File: config.mk
export PLATFORM = sky130hd
export DESIGN_NAME = minmax_contrast_stretch
export DESIGN_NICKNAME = d
export VERILOG_FILES = /design/src/hdl/mmcs_pkg.sv /design/src/hdl/minmax_contrast_stretch.sv /design/src/hdl/mmcs_div.sv /design/src/hdl/mmcs_regs.sv
export SDC_FILE = /design/constraint.sdc
export NUM_CORES = 1
export LEC_CHECK = 0
export BUFFER_PORTS_ARGS = -buffer_cell sky130_fd_sc_hd__buf_2
export CAP_MARGIN = 40
export CORE_MARGIN = 8
export CORE_UTILIZATION = 55
export CTS_BUF_LIST = sky130_fd_sc_hd__clkbuf_16
export CTS_CLUSTER_DIAMETER = 100
export CTS_CLUSTER_SIZE = 16
export DETAILED_ROUTE_END_ITERATION = 6
export GPL_TIMING_DRIVEN = 0
export PLACE_DENSITY = 0.76
export SYNTH_ARGS = -nofsm -noshare
export SYNTH_HDL_FRONTEND = slang
export SYNTH_SLANG_ARGS = --single-unit
File: constraint.sdc
create_clock -name clk_i -period 8.5 [get_ports clk_i]
set_input_delay 1.275 -clock clk_i [delete_from_list [all_inputs] [get_ports clk_i]]
set_output_delay 1.275 -clock clk_i [all_outputs]
set_load 0.01 [all_outputs]
File: src/hdl/mmcs_pkg.sv
// Shared widths and interface types of the min-max contrast stretch block.
package mmcs_pkg;

  localparam int unsigned PixW  = 8;
  localparam int unsigned ProdW = 2 * PixW;
  localparam int unsigned CntW  = $clog2(PixW);
  localparam int unsigned OutW  = 3 * PixW;
  localparam int unsigned UserW = 2;
  localparam int unsigned AddrW = 3;
  localparam int unsigned RegW  = 32;

  localparam logic OpMeasure = 1'b0;
  localparam logic OpApply   = 1'b1;

  localparam logic RegLower = 1'b0;
  localparam logic RegUpper = 1'b1;

  typedef struct packed {
    logic             start;
    logic [ProdW-1:0] num;
    logic [PixW-1:0]  den;
  } div_ctl_t;

  typedef struct packed {
    logic            busy;
    logic            done;
    logic [PixW-1:0] quo;
  } div_sts_t;

  typedef struct packed {
    logic [PixW-1:0] lower;
    logic [PixW-1:0] upper;
  } bounds_t;

endpackage

File: src/hdl/minmax_contrast_stretch.sv
// Top level of the min-max contrast stretch: sequencer, frame statistics and output register.
//
// The frame is streamed twice on the slave channel. tuser[0] selects the
// transaction kind: 0 measures the sample into the running minimum and
// maximum, 1 applies the stretch and returns one result transaction.
// tuser[1] on a measure transaction restarts the minimum and maximum.
// A measure transaction gives no result; the block is ready again in the next cycle.
// An apply transaction passes from acceptance to the result register through
// a preparation state with the 8x8 multiply, the shared shift-subtract
// divider (eight quotient bits, then a hand-over) and a final state that
// forms the result.
// Samples outside the measured range, or a flat range, skip the divider and
// go straight from preparation to the final state. The block is not ready while busy.
// The result register decouples the master channel: a new transaction is
// accepted while a result still waits; a stalled receiver holds the data
// and blocks the next apply result from entering the result register.
// Reset clears the statistics (minimum 255, maximum 0), sets the bounds to
// 0 and 255 and empties the result register.
module minmax_contrast_stretch (
  input  logic                          clk_i,
  input  logic                          rst_ni,
  input  logic                          s_axis_tvalid,
  output logic                          s_axis_tready,
  input  logic [7:0]                    s_axis_tdata,  // sample
  input  logic [1:0]                    s_axis_tuser,  // operation, frame_start
  output logic                          m_axis_tvalid,
  input  logic                          m_axis_tready,
  output logic [23:0]                   m_axis_tdata,  // stretched, frame_min, frame_max
  input  logic                          psel,
  input  logic                          penable,
  input  logic                          pwrite,
  input  logic [2:0]                    paddr,
  input  logic [31:0]                   pwdata,
  output logic [31:0]                   prdata,
  output logic                          pready
);
  import mmcs_pkg::*;

  localparam logic [1:0] StIdle = 2'd0;
  localparam logic [1:0] StPrep = 2'd1;
  localparam logic [1:0] StDiv  = 2'd2;
  localparam logic [1:0] StFin  = 2'd3;

  logic [1:0]       state_q, state_d;
  logic [PixW-1:0]  min_q, max_q;
  logic [PixW-1:0]  sample_q;
  logic             spec_q;
  logic [PixW-1:0]  spec_val_q;
  logic             neg_q;
  logic [PixW-1:0]  out_q;
  logic [OutW-1:0]  tdata_q;
  logic             tvalid_q;
  bounds_t          bounds;
  div_ctl_t         div_ctl;
  div_sts_t         div_sts;
  logic             in_acc;
  logic             out_free;
  logic             load_out;
  logic             flat, below, above, special;
  logic [PixW-1:0]  span, offs, rng;
  logic [ProdW-1:0] prod;
  logic [PixW-1:0]  result;

  mmcs_regs u_regs (
    .clk_i    (clk_i),
    .rst_ni   (rst_ni),
    .psel     (psel),
    .penable  (penable),
    .pwrite   (pwrite),
    .paddr    (paddr),
    .pwdata   (pwdata),
    .prdata   (prdata),
    .pready   (pready),
    .bounds_o (bounds)
  );

  mmcs_div u_div (
    .clk_i  (clk_i),
    .rst_ni (rst_ni),
    .ctl_i  (div_ctl),
    .sts_o  (div_sts)
  );

  assign s_axis_tready = (state_q == StIdle);
  assign in_acc        = s_axis_tvalid && s_axis_tready;
  assign out_free      = !tvalid_q || m_axis_tready;

  always_comb begin
    flat    = (max_q <= min_q);
    below   = (sample_q < min_q);
    above   = (sample_q > max_q);
    special = flat || below || above;
    span    = (bounds.upper >= bounds.lower) ? (bounds.upper - bounds.lower)
                                             : (bounds.lower - bounds.upper);
    offs    = sample_q - min_q;
    rng     = max_q - min_q;
    prod    = {{PixW{1'b0}}, span} * {{PixW{1'b0}}, offs};
    div_ctl.start = (state_q == StPrep) && !special;
    div_ctl.num   = prod;
    div_ctl.den   = rng;
    result  = spec_q ? spec_val_q : out_q;
    load_out = (state_q == StFin) && out_free;
  end

  always_comb begin
    state_d = state_q;
    case (state_q)
      StIdle: if (in_acc && s_axis_tuser[0] == OpApply) state_d = StPrep;
      StPrep: state_d = special ? StFin : StDiv;
      StDiv:  if (div_sts.done) state_d = StFin;
      StFin:  if (out_free) state_d = StIdle;
      default: state_d = StIdle;
    endcase
  end

  always_ff @(posedge clk_i or negedge rst_ni) begin
    if (!rst_ni) begin
      state_q  <= StIdle;
      min_q    <= '1;
      max_q    <= '0;
      tvalid_q <= 1'b0;
    end else begin
      state_q <= state_d;
      if (in_acc && s_axis_tuser[0] == OpMeasure) begin
        if (s_axis_tuser[1]) begin
          min_q <= s_axis_tdata;
          max_q <= s_axis_tdata;
        end else begin
          if (s_axis_tdata < min_q) min_q <= s_axis_tdata;
          if (s_axis_tdata > max_q) max_q <= s_axis_tdata;
        end
      end
      if (load_out) begin
        tvalid_q <= 1'b1;
      end else if (m_axis_tready) begin
        tvalid_q <= 1'b0;
      end
    end
  end

  always_ff @(posedge clk_i) begin
    if (in_acc) begin
      sample_q <= s_axis_tdata;
    end
    if (state_q == StPrep) begin
      spec_q     <= special;
      spec_val_q <= (above && !flat) ? bounds.upper : bounds.lower;
      neg_q      <= (bounds.upper < bounds.lower);
    end
    if (div_sts.done) begin
      out_q <= neg_q ? (bounds.lower - div_sts.quo) : (bounds.lower + div_sts.quo);
    end
    if (load_out) begin
      tdata_q <= {max_q, min_q, result};
    end
  end

  assign m_axis_tvalid = tvalid_q;
  assign m_axis_tdata  = tdata_q;

endmodule

File: src/hdl/mmcs_div.sv
// Shared shift-subtract divider producing one quotient bit per cycle.
module mmcs_div (
  input  logic                clk_i,
  input  logic                rst_ni,
  input  mmcs_pkg::div_ctl_t  ctl_i,
  output mmcs_pkg::div_sts_t  sts_o
);
  import mmcs_pkg::*;

  localparam logic [CntW-1:0] LastStep = CntW'(PixW - 1);

  logic            busy_q;
  logic            done_q;
  logic [CntW-1:0] cnt_q;
  logic [PixW-1:0] r_q, r_d;
  logic [PixW-1:0] n_q, n_d;
  logic [PixW:0]   trial;
  logic [PixW+1:0] diff;
  logic            ge;

  always_comb begin
    trial = {r_q, n_q[PixW-1]};
    diff  = {1'b0, trial} - {2'b00, ctl_i.den};
    ge    = !diff[PixW+1];
    r_d   = ge ? diff[PixW-1:0] : trial[PixW-1:0];
    n_d   = {n_q[PixW-2:0], ge};
  end

  always_ff @(posedge clk_i or negedge rst_ni) begin
    if (!rst_ni) begin
      busy_q <= 1'b0;
      done_q <= 1'b0;
      cnt_q  <= '0;
    end else if (ctl_i.start) begin
      busy_q <= 1'b1;
      done_q <= 1'b0;
      cnt_q  <= '0;
    end else if (busy_q) begin
      cnt_q <= cnt_q + 1'b1;
      if (cnt_q == LastStep) begin
        busy_q <= 1'b0;
        done_q <= 1'b1;
      end
    end else begin
      done_q <= 1'b0;
    end
  end

  always_ff @(posedge clk_i) begin
    if (ctl_i.start) begin
      r_q <= ctl_i.num[ProdW-1:PixW];
      n_q <= ctl_i.num[PixW-1:0];
    end else if (busy_q) begin
      r_q <= r_d;
      n_q <= n_d;
    end
  end

  assign sts_o.busy = busy_q;
  assign sts_o.done = done_q;
  assign sts_o.quo  = n_q;

endmodule

File: src/hdl/mmcs_regs.sv
// Configuration register file holding the output bounds behind an APB-style port.
module mmcs_regs (
  input  logic                          clk_i,
  input  logic                          rst_ni,
  input  logic                          psel,
  input  logic                          penable,
  input  logic                          pwrite,
  input  logic [mmcs_pkg::AddrW-1:0]    paddr,
  input  logic [mmcs_pkg::RegW-1:0]     pwdata,
  output logic [mmcs_pkg::RegW-1:0]     prdata,
  output logic                          pready,
  output mmcs_pkg::bounds_t             bounds_o
);
  import mmcs_pkg::*;

  logic [PixW-1:0] lower_q;
  logic [PixW-1:0] upper_q;
  logic            wr_en;

  assign pready = 1'b1;
  assign wr_en  = psel && penable && pwrite && pready;

  always_ff @(posedge clk_i or negedge rst_ni) begin
    if (!rst_ni) begin
      lower_q <= '0;
      upper_q <= '1;
    end else if (wr_en) begin
      case (paddr[2])
        RegLower: lower_q <= pwdata[PixW-1:0];
        RegUpper: upper_q <= pwdata[PixW-1:0];
        default:  lower_q <= lower_q;
      endcase
    end
  end

  always_comb begin
    case (paddr[2])
      RegLower: prdata = {{(RegW-PixW){1'b0}}, lower_q};
      RegUpper: prdata = {{(RegW-PixW){1'b0}}, upper_q};
      default:  prdata = '0;
    endcase
  end

  assign bounds_o.lower = lower_q;
  assign bounds_o.upper = upper_q;

endmodule

==> results of run 1 <==
## worst register-to-register path, stage by stage (launching register included)
cell       delay (ns)
dfstp_2          0.57
inv_1            0.06
ha_1             0.27
buf_2            0.22
nand4_1          0.20
a31oi_1          0.27
or2_1            0.16
buf_6            0.15
mux2i_1          0.25
xor2_1           0.65
or2_1            0.21
fa_1             0.45
fa_1             0.56
inv_1            0.06
fa_1             0.53
inv_1            0.05
fa_1             0.52
inv_1            0.04
ha_1             0.32
o21a_1           0.14
o31a_1           0.20
o2111ai_1        0.22
o311ai_0         0.37
mux2i_1          0.11
## final timing paths
path / startpoint / end / slack (ns) / cells past startpoint
min reg2reg: m_axis_tvalid / m_axis_tvalid / 0.52 / 2
max: u_regs.upper_q[0] / u_div.r_q[7] / 1.65 / 23
min in group asynchronous: rst_ni / u_regs.lower_q[5] / 0.74 / 1
max reg2reg: u_regs.upper_q[0] / u_div.r_q[7] / 1.65 / 23
min: m_axis_tvalid / m_axis_tvalid / 0.52 / 2
max in group asynchronous: rst_ni / min_q[4] / 7.25 / 2
## metrics by stage
step	cells	area, µm²	utilization
2_1_floorplan	919	9300	-
3_3_place_gp	1197	9870	0.599
3_5_place_dp	1200	9910	0.602
4_1_cts	1216	10200	0.620
5_1_grt	1216	10200	0.620
6_report	1216	10200	0.620
## state kept, by name, summed over array words and instances (netlist names), 3 cells and up
register	count
min_q	8
u_regs.upper_q	8
u_div.r_q	8
max_q	8
u_div.cnt_q	3
u_div.n_q	8
u_regs.lower_q	8
out_q	8
spec_val_q	8
m_axis_tdata	24
sample_q	8
## area by class of cell
cell class                 instances  share of cell area
buffer                            43              0.0280
clock buffer                       9              0.0221
clock inverter                     7             0.00674
inverter                         110              0.0405
multi-input combinational        660               0.549
sequential                       106               0.294
tap                              220              0.0270
timing repair buffer              61              0.0326
## metal layers
layer,global-route usage,wire (µm),up-vias
met5,0,0,-
met4,0.0619,301,0
met3,0.0305,891,25
met2,0.320,9350,138
met1,0.232,8810,3229
li1,-,-,3260
## synthesized netlist by cell type (12+ instances only)
cell,instances
edfxtp_1,66
fa_1,42
nor2_1,65
mux2i_1,26
dfstp_2,16
xor2_1,12
xnor2_1,29
ha_1,112
a21o_1,14
nand2b_1,12
nor2b_1,14
nand2_1,46
inv_1,110
o21ai_0,56
mux2_2,49
dfrtp_1,24
buf_4,27
a21oi_1,41
## kinds of logic (layout without fill, tap and decap cells)
kind of cell / after synthesis / after routing / share of synthesized area
AO/OA/AOI/OAI: 176 / 176 / 0.129
XOR/XNOR: 41 / 41 / 0.0390
adder cells (fa/ha/maj): 154 / 154 / 0.243
buffers and inverters: 153 / 230 / 0.0758
flip-flops: 106 / 106 / 0.326
multiplexers: 75 / 75 / 0.0881
other: 2 / 25 / 0.000815
AND/OR/NAND/NOR: 189 / 189 / 0.0984
==> results_dict.tcl, run 1 <==
set metrics [dict create \
    rsz0062_at_grt "false" \
    synthesis.yosys.warnings 0 \
    ff_latch_area_um2 3000 \
    die_h_um 145 \
    synth_top_flop_cell "edfxtp_1" \
    grt_max_degree 36 \
    worstPathArrival_ns 6.95 \
    die_x_um 145 \
    hold_path.class "reg2reg" \
    critical_path_buf_inv_count 6 \
    die_area_um2 21200 \
    critPathTopFamily "adder cells" \
    clk_pin_slew_ns 0.07 \
    detailedPlacementHpwl_mm 15.7 \
    hold_buffers 0 \
    post_synthesis_register_bit_count 106 \
    setup.worst_path.class "reg2reg" \
    async_flop_share 0.377 \
    critPathMaxFanout 9 \
    synth_cells 896 \
    initial_utilization 0.560 \
    critical_path.cell_chain "inv_1 > ha_1 > buf_2 > nand4_1 > a31oi_1 > or2_1 > buf_6 > mux2i_1 > xor2_1 > or2_1 > fa_1 > fa_1 > inv_1 > fa_1 > inv_1 > fa_1 > inv_1 > ha_1 > o21a_1 > o31a_1 > o2111ai_1 > o311ai_0 > mux2i_1" \
    cts_made_buffers 9 \
    drive_gt1_frac 0.193 \
    detailedRoute.firstIterationViolations 347 \
    ports_placed_on_the_boundary 111 \
    multiInputGateArea_um2 5600 \
    post_synth_top_area_share 0.215 \
    clk-insertion-delay-late_ns 0.36 \
    post-synth-top-area-cell "edfxtp_1" \
    track_usage 0.185 \
    run_status "finished, final reports clean" \
    leading_cell_types_in_the_layout_fill_and_taps_excluded "112 x inv_1, 112 x ha_1, 66 x edfxtp_1, 65 x nor2_1, 64 x buf_2" \
    worstPathRequired_ns 8.60 \
    synthesis.area_um2 9220 \
    number_of_enable_type_register_cells_in_the_synthesized_netlist 66 \
    h-tree-depth 3 \
    final.setup.worst_slack_ns 1.65 \
    report.final.setup_viol 0 \
    period_share 0.806 \
    postRouteAntennaNets 0 \
    grt_pass1_wl_mm 32.5 \
    hold_viol_final 0 \
    final_setup_tns_ns 0 \
    routed_wl_mm 19.4 \
    nFillCells 1345 \
    critPathLaunchType "flop" \
    timing.hold.ws_ns 0.524 \
    final_nets 1197 \
    detail_route.first_pass.iterations 4 \
    grt_residual_overflow 0 \
    first_global_vias 6727 \
    post_cts_sizing_count 0 \
    antennaDiodeCount 0 \
    num_vias 6652 \
    synthToLayoutAreaGrowth_pct 10.7 \
    cap_viol_max_count 0 \
    timing.clock.skew_ns 0.0119 \
    clockRootBuffer "clkbuf_16" \
    post_drt_via_cell_ratio 5.47 \
    cp-end-kind "flop" \
    drc 0 \
    post_place_setup_slack_ns 1.69 \
    ys_seq_area_frac 0.326 \
    numClockSinks 106 \
    final_period_minus_worst_setup_slack_ns 6.85 \
    fmaxAchievable_ghz 0.146 \
    core_area_um2 16500 \
    worst_path_largest_cell_delay_ns 0.65 \
    final_max_slew_viol_count 0 \
    synth.area.top_cells "edfxtp_1 22%, ha_1 15%, fa_1 9.1%, dfrtp_1 6.5%, mux2_2 6.0%" \
    post_synth.cell_area_avg_um2 10.3 \
    synth_cell_type_count 69 \
    route.detailed.wl_per_inst_um 15.9 \
    clock_tree_from_tritoncts "built" \
    timing_worst_slew_pin_value_ns 0.858 \
    cts.path.max_buffers 2 \
    antenna_found_initial 0 \
    gp_routability_congestion 0.865 \
    crit_path_top_delay_cell "xor2_1" \
    port-buffer-count 58 \
    cts_post_setup_buffers_inserted 0 \
    std_cell_rows 47 \
    slew_headroom 0.426 \
]
Power of run 1 is left out: the tool's default activity adds up to more than one toggle a clock period on the data nets, which glitch-free logic cannot reach.
==> run 2: changes to the inputs <==
Settings changed: ABC_AREA from default to 1.
Clock period 8.5 ns to 7.13 ns, I/O delays scaled along.
==> run 2 against run 1 <==
  * Cell count increased by 19%
  * Highest routed layer unchanged
  * Worst setup slack got worse by 0.61 ns
  * Clock-buffer cell count unchanged
  * Largest cell class unchanged
  * Via count increased by 15%
  * Critical endpoint unchanged
==> results_dict.tcl, run 2 <==
set metrics [dict create \
    post_synth_top_area_share 0.211 \
    post-synth-top-area-cell "edfxtp_1" \
    grt_residual_overflow 0 \
    grt_max_degree 36 \
    numPlacedInstances 1436 \
    post_synth.cell_area_avg_um2 8.28 \
    die_area_um2 21500 \
    post_synthesis_register_bit_count 106 \
    cts_post_setup_buffers_inserted 0 \
    first_global_vias 7720 \
    drc 0 \
    h-tree-depth 3 \
    detail_route.first_pass.iterations 5 \
    synth.cells.most_frequent "259 x nand2_1, 181 x inv_1, 112 x ha_1" \
    route.detailed.wl_per_inst_um 14.5 \
    final_period_minus_worst_setup_slack_ns 6.09 \
    synth_cells 1133 \
    area_fraction_in_compound_gates_after_synthesis 0.0821 \
    die_x_um 147 \
    core_area_um2 16600 \
    hold_buffers 0 \
    final_max_slew_viol_count 0 \
    detailedPlacementHpwl_mm 17.3 \
    cts_made_buffers 9 \
    num_vias 7664 \
    synth_xor_area_frac 0.0373 \
    final.setup.worst_slack_ns 1.04 \
    track_usage 0.202 \
    worstPathArrival_ns 6.21 \
    drive_gt1_frac 0.131 \
    ys_seq_area_frac 0.320 \
    clock_tree_from_tritoncts "built" \
    ports_placed_on_the_boundary 111 \
    worst_r2r_startpoint "min_q[0]" \
    number_of_enable_type_register_cells_in_the_synthesized_netlist 66 \
    period_share 0.855 \
    fmaxAchievable_ghz 0.164 \
    die_h_um 147 \
    post_place_setup_slack_ns 1.10 \
    hold_path.class "reg2reg" \
    clk_pin_slew_ns 0.07 \
    report.final.setup_viol 0 \
    whs_path_depth 2 \
    post_synth_and_or_nand_nor_area_fraction 0.210 \
    final_setup_tns_ns 0 \
    slew_headroom 0.547 \
    std_cell_rows 47 \
    synth_cell_type_count 49 \
    final_cell_count_without_fillers 1452 \
    nFillCells 1440 \
    rrSetupSlack_ns 1.04 \
    post_cts_sizing_count 0 \
    critPathMaxFanout 6 \
    detailedRoute.firstIterationViolations 354 \
    initial_utilization 0.564 \
    antennaDiodeCount 0 \
    post-route-util 0.625 \
    clk-insertion-delay-late_ns 0.35 \
    hold_viol_final 0 \
    rsz0062_at_grt "false" \
    synthesis.yosys.warnings 0 \
    worst-r2r-cell-count 25 \
    run_status "finished, final reports clean" \
    synthToLayoutAreaGrowth_pct 10.8 \
    synth_top_family_by_area "adder cells" \
    antenna_found_initial 0 \
    cts.path.max_buffers 2 \
    synthesis.area_um2 9390 \
    layout.cells.most_common "nand2_1" \
    synth_most_common_cell "nand2_1" \
    async_flop_share 0.377 \
    timing.clock.skew_ns 0.00649 \
    grt_pass1_wl_mm 36.0 \
    synth-adder-area-share 0.239 \
    cp-end-kind "flop" \
    critPathLaunchType "flop" \
    synth.area.top_cells "edfxtp_1 21%, ha_1 15%, nand2_1 10%, fa_1 9.0%, inv_1 7.2%" \
    post_drt_via_cell_ratio 5.28 \
    port-buffer-count 58 \
    final_nets 1433 \
    synth.area.mux_share 0.00960 \
    cap_viol_max_count 0 \
    clockRootBuffer "clkbuf_16" \
    leading_cell_types_in_the_layout_fill_and_taps_excluded "259 x nand2_1, 181 x inv_1, 112 x ha_1, 93 x nor2_1, 66 x edfxtp_1" \
    postRouteAntennaNets 0 \
    worst_r2r_endpoint "u_div.r_q[7]" \
    routed_wl_mm 21.1 \
    numClockSinks 106 \
    gp_routability_congestion 0.910 \
    crit_start "min_q[0]" \
    setup.worst_path.class "reg2reg" \
    synth_top_flop_cell "edfxtp_1" \
    largest_reg_flops 24 \
    worstPathRequired_ns 7.24 \
    critPathCapture "u_div.r_q[7]" \
    timing_worst_slew_pin_value_ns 0.677 \
]
==> run 2: cell count changes in the layout (fill, tap and decap cells not counted), moves of 18 or more <==
cell	change
inv_1	+69
mux2_2	-41
mux2i_1	-26
nand2_1	+213
nand3_1	+58
nor2_1	+28
xnor2_1	-18
==> run 2: metrics by stage <==
stage                     area (µm²)  hold slack [ns]
after CTS                      10400            0.476
after detailed placement       10100            0.465
after floorplan                 9470            0.450
after global routing           10400            0.491
after global placement         10000            0.456
final                          10400            0.477
==> run 2: worst min path at each step <==
| stage | from | to | slack, ns |
|---|---|---|---|
| 2_1_floorplan | min_q[1] | min_q[1] | 0.45 |
| 3_3_place_gp | min_q[6] | min_q[6] | 0.46 |
| 3_5_place_dp | min_q[1] | min_q[1] | 0.47 |
| 4_1_cts | min_q[1] | min_q[1] | 0.48 |
| 5_1_grt | min_q[7] | min_q[7] | 0.49 |
| 6_report | min_q[4] | min_q[4] | 0.48 |
==> run 2: per-layer routing <==
metal / GRT usage / wire length [µm] / vias to the layer above / part of all wire
met5: 0 / 0 / - / 0
met4: 0.0752 / 455 / 0 / 0.022
met3: 0.0275 / 946 / 37 / 0.045
met2: 0.342 / 10100 / 193 / 0.48
met1: 0.257 / 9610 / 3630 / 0.46
li1: - / - / 3804 / -
==> run 2: logic make-up after synthesis <==
family                   count (synthesis)
adder cells (fa/ha/maj)                154
other                                    2
buffers and inverters                  221
flip-flops                             106
AO/OA/AOI/OAI                          141
XOR/XNOR                                40
AND/OR/NAND/NOR                        461
multiplexers                             8
==> run 2: layout make-up <==
cell class              instances  area (µm²)  share of cell area
clock inverters                 7        93.8             0.00903
clock buffers                   9         225              0.0217
multi-input cells             829        5530               0.532
flip-flops and latches        106        3000               0.289
well taps                     220         275              0.0265
inverters                     182         683              0.0657
plain buffers                  39         264              0.0254
repair buffers                 60         325              0.0313
==> run 2: worst max-delay path, stage by stage, from the launching register on <==
cell	delay, ns
dfstp_2	0.63
ha_1	0.18
inv_1	0.06
fa_1	0.41
nand3_1	0.13
nand2_1	0.09
nand2_1	0.09
o21bai_1	0.08
xor2_1	0.41
inv_1	0.23
nor2_1	0.19
fa_1	0.47
fa_1	0.53
fa_1	0.56
inv_1	0.06
fa_1	0.53
inv_1	0.04
ha_1	0.36
a21oi_1	0.24
o21ai_0	0.16
nand2_1	0.11
nand3_1	0.06
nand2_1	0.06
nand2_1	0.05
nand2_1	0.08
nand2_1	0.05
Power of run 2 is left out for the same reason.
==> run 3: changes to the inputs <==
--- a/config.mk
+++ b/config.mk
@@ -7,5 +7,5 @@
 export LEC_CHECK = 0
 export ABC_AREA = 1
-export BUFFER_PORTS_ARGS = -buffer_cell sky130_fd_sc_hd__buf_2
+export BUFFER_PORTS_ARGS = -buffer_cell sky130_fd_sc_hd__buf_4
 export CAP_MARGIN = 40
 export CORE_MARGIN = 8
==> constraint.sdc (replaced) <==
create_clock -name clk_i -period 7.13 [get_ports clk_i]
set_input_delay 1.0695 -clock clk_i [delete_from_list [all_inputs] [get_ports clk_i]]
set_output_delay 1.0695 -clock clk_i [all_outputs]
set_load 0.05 [all_outputs]
==> run 3 against run 2 <==
  * Final area rose by 1.2%
  * Critical endpoint unchanged
  * Wire length fell by 0.29%
  * First-iteration DRC count grew 26%
  * Via count shrank 0.99%
  * Critical path depth did not move
  * Maximum frequency increased by 0.93%
  * Register-to-register slack improved by 0.06 ns
==> results_dict.tcl, run 3 (synthesis results as in run 2) <==
set metrics [dict create \
    run_status "finished, final reports clean" \
    critPathLaunchType "flop" \
    synthToLayoutAreaGrowth_pct 12.1 \
    worstPathRequired_ns 7.24 \
    antennaDiodeCount 0 \
    fmaxAchievable_ghz 0.166 \
    detailedPlacementHpwl_mm 17.1 \
    cts.path.max_buffers 2 \
    die_x_um 147 \
    cap_viol_max_count 0 \
    clockRootBuffer "clkbuf_16" \
    port-buffer-count 58 \
    timing.hold.ws_ns 0.478 \
    crit_path_top_delay_cell "dfstp_2" \
    num_vias 7588 \
    timing_worst_slew_pin_value_ns 0.674 \
    route.detailed.wl_per_inst_um 14.5 \
    post_cts_sizing_count 0 \
    grt_residual_overflow 0 \
    final_nets 1432 \
    routed_wl_mm 21.1 \
    cp_common_cell "nand2_1" \
    drc 0 \
    fin_area_um2 10500 \
    report.final.setup_viol 0 \
    ports_placed_on_the_boundary 111 \
    slew_headroom 0.549 \
    track_usage 0.200 \
    initial_utilization 0.564 \
    critPathMaxFanout 6 \
    hold_viol_final 0 \
    postRouteAntennaNets 0 \
    final_period_minus_worst_setup_slack_ns 6.04 \
    hold_path.class "reg2reg" \
    post_drt_via_cell_ratio 5.23 \
    cp-end-kind "flop" \
    whs_path_depth 2 \
    nFillCells 1444 \
    period_share 0.847 \
    numClockSinks 106 \
    worstPathArrival_ns 6.15 \
    gp_routability_congestion 0.924 \
    drive_gt1_frac 0.130 \
    detailedRoute.firstIterationViolations 447 \
    timing.clock.skew_ns 0.00611 \
    numPlacedInstances 1435 \
    leading_cell_types_in_the_layout_fill_and_taps_excluded "259 x nand2_1, 181 x inv_1, 112 x ha_1, 93 x nor2_1, 84 x buf_4" \
    clk-insertion-delay-late_ns 0.35 \
    antenna_found_initial 0 \
    std_cell_rows 47 \
    final_max_slew_viol_count 0 \
    grt_max_degree 41 \
    h-tree-depth 3 \
    final_cell_count_without_fillers 1451 \
    hold_buffers 0 \
    clock_tree_from_tritoncts "built" \
    grt_pass1_wl_mm 35.8 \
    detail_route.first_pass.iterations 5 \
    layout.cells.most_common "nand2_1" \
    cts_made_buffers 9 \
    setup.worst_path.class "reg2reg" \
    core_area_um2 16600 \
    worst-r2r-cell-count 25 \
    die_h_um 147 \
    first_global_vias 7526 \
    worst_path_largest_cell_delay_ns 0.62 \
    clk_pin_slew_ns 0.07 \
    cts_post_setup_buffers_inserted 0 \
    die_area_um2 21500 \
    rsz0062_at_grt "false" \
    largest_reg_flops 24 \
    postPlaceCellArea_um2 10200 \
    final_setup_tns_ns 0 \
]
-- run 3: changes by cell type in the layout (fill, tap and decap cells not counted) --
cell,before,now
buf_4,26,84
buf_12,1,0
buf_2,61,3
-- run 3: final cells by class --
class / instances / area (µm²) / area share
inverter: 182 / 683 / 0.0649
buffer: 39 / 264 / 0.0251
multi-input combinational: 829 / 5530 / 0.525
timing repair buffer: 59 / 450 / 0.0428
clock inverter: 7 / 93.8 / 0.00892
clock buffer: 9 / 225 / 0.0214
tap: 220 / 275 / 0.0262
sequential: 106 / 3000 / 0.285
-- run 3: per-stage QoR --
step / util / setup slack (ns)
finish: 0.632 / 1.09
CTS: 0.632 / 1.05
floorplan: - / 1.80
global placement: 0.612 / 1.13
detailed placement: 0.613 / 1.10
global route: 0.632 / 0.711
-- run 3: final timing paths --
kind                          start           endpoint  slack, ns
hold reg to reg            min_q[6]           min_q[6]       0.48
hold / removal             min_q[6]           min_q[6]       0.48
setup / recovery           min_q[0]       u_div.r_q[7]       1.09
min in group asynchronous    rst_ni  u_regs.lower_q[5]       0.69
max in group asynchronous    rst_ni           min_q[4]       6.05
setup reg to reg           min_q[0]       u_div.r_q[7]       1.09
-- run 3: critical path: cells and delay by family, from the launching register on --
family,cells,cell delay (ns)
adder cells (fa/ha/maj),7,3.02
AND/OR/NAND/NOR,10,0.93
flip-flops,1,0.62
AO/OA/AOI/OAI,3,0.48
buffers and inverters,4,0.38
XOR/XNOR,1,0.37
-- run 3: layer usage --
metal | wire [µm] | GRT usage | vias up
met5 | 0 | 0 | -
met3 | 1160 | 0.0346 | 25
met2 | 10100 | 0.340 | 191
met4 | 348 | 0.0556 | 0
met1 | 9420 | 0.257 | 3569
li1 | - | - | 3803
Power of run 3 is left out for the same reason.
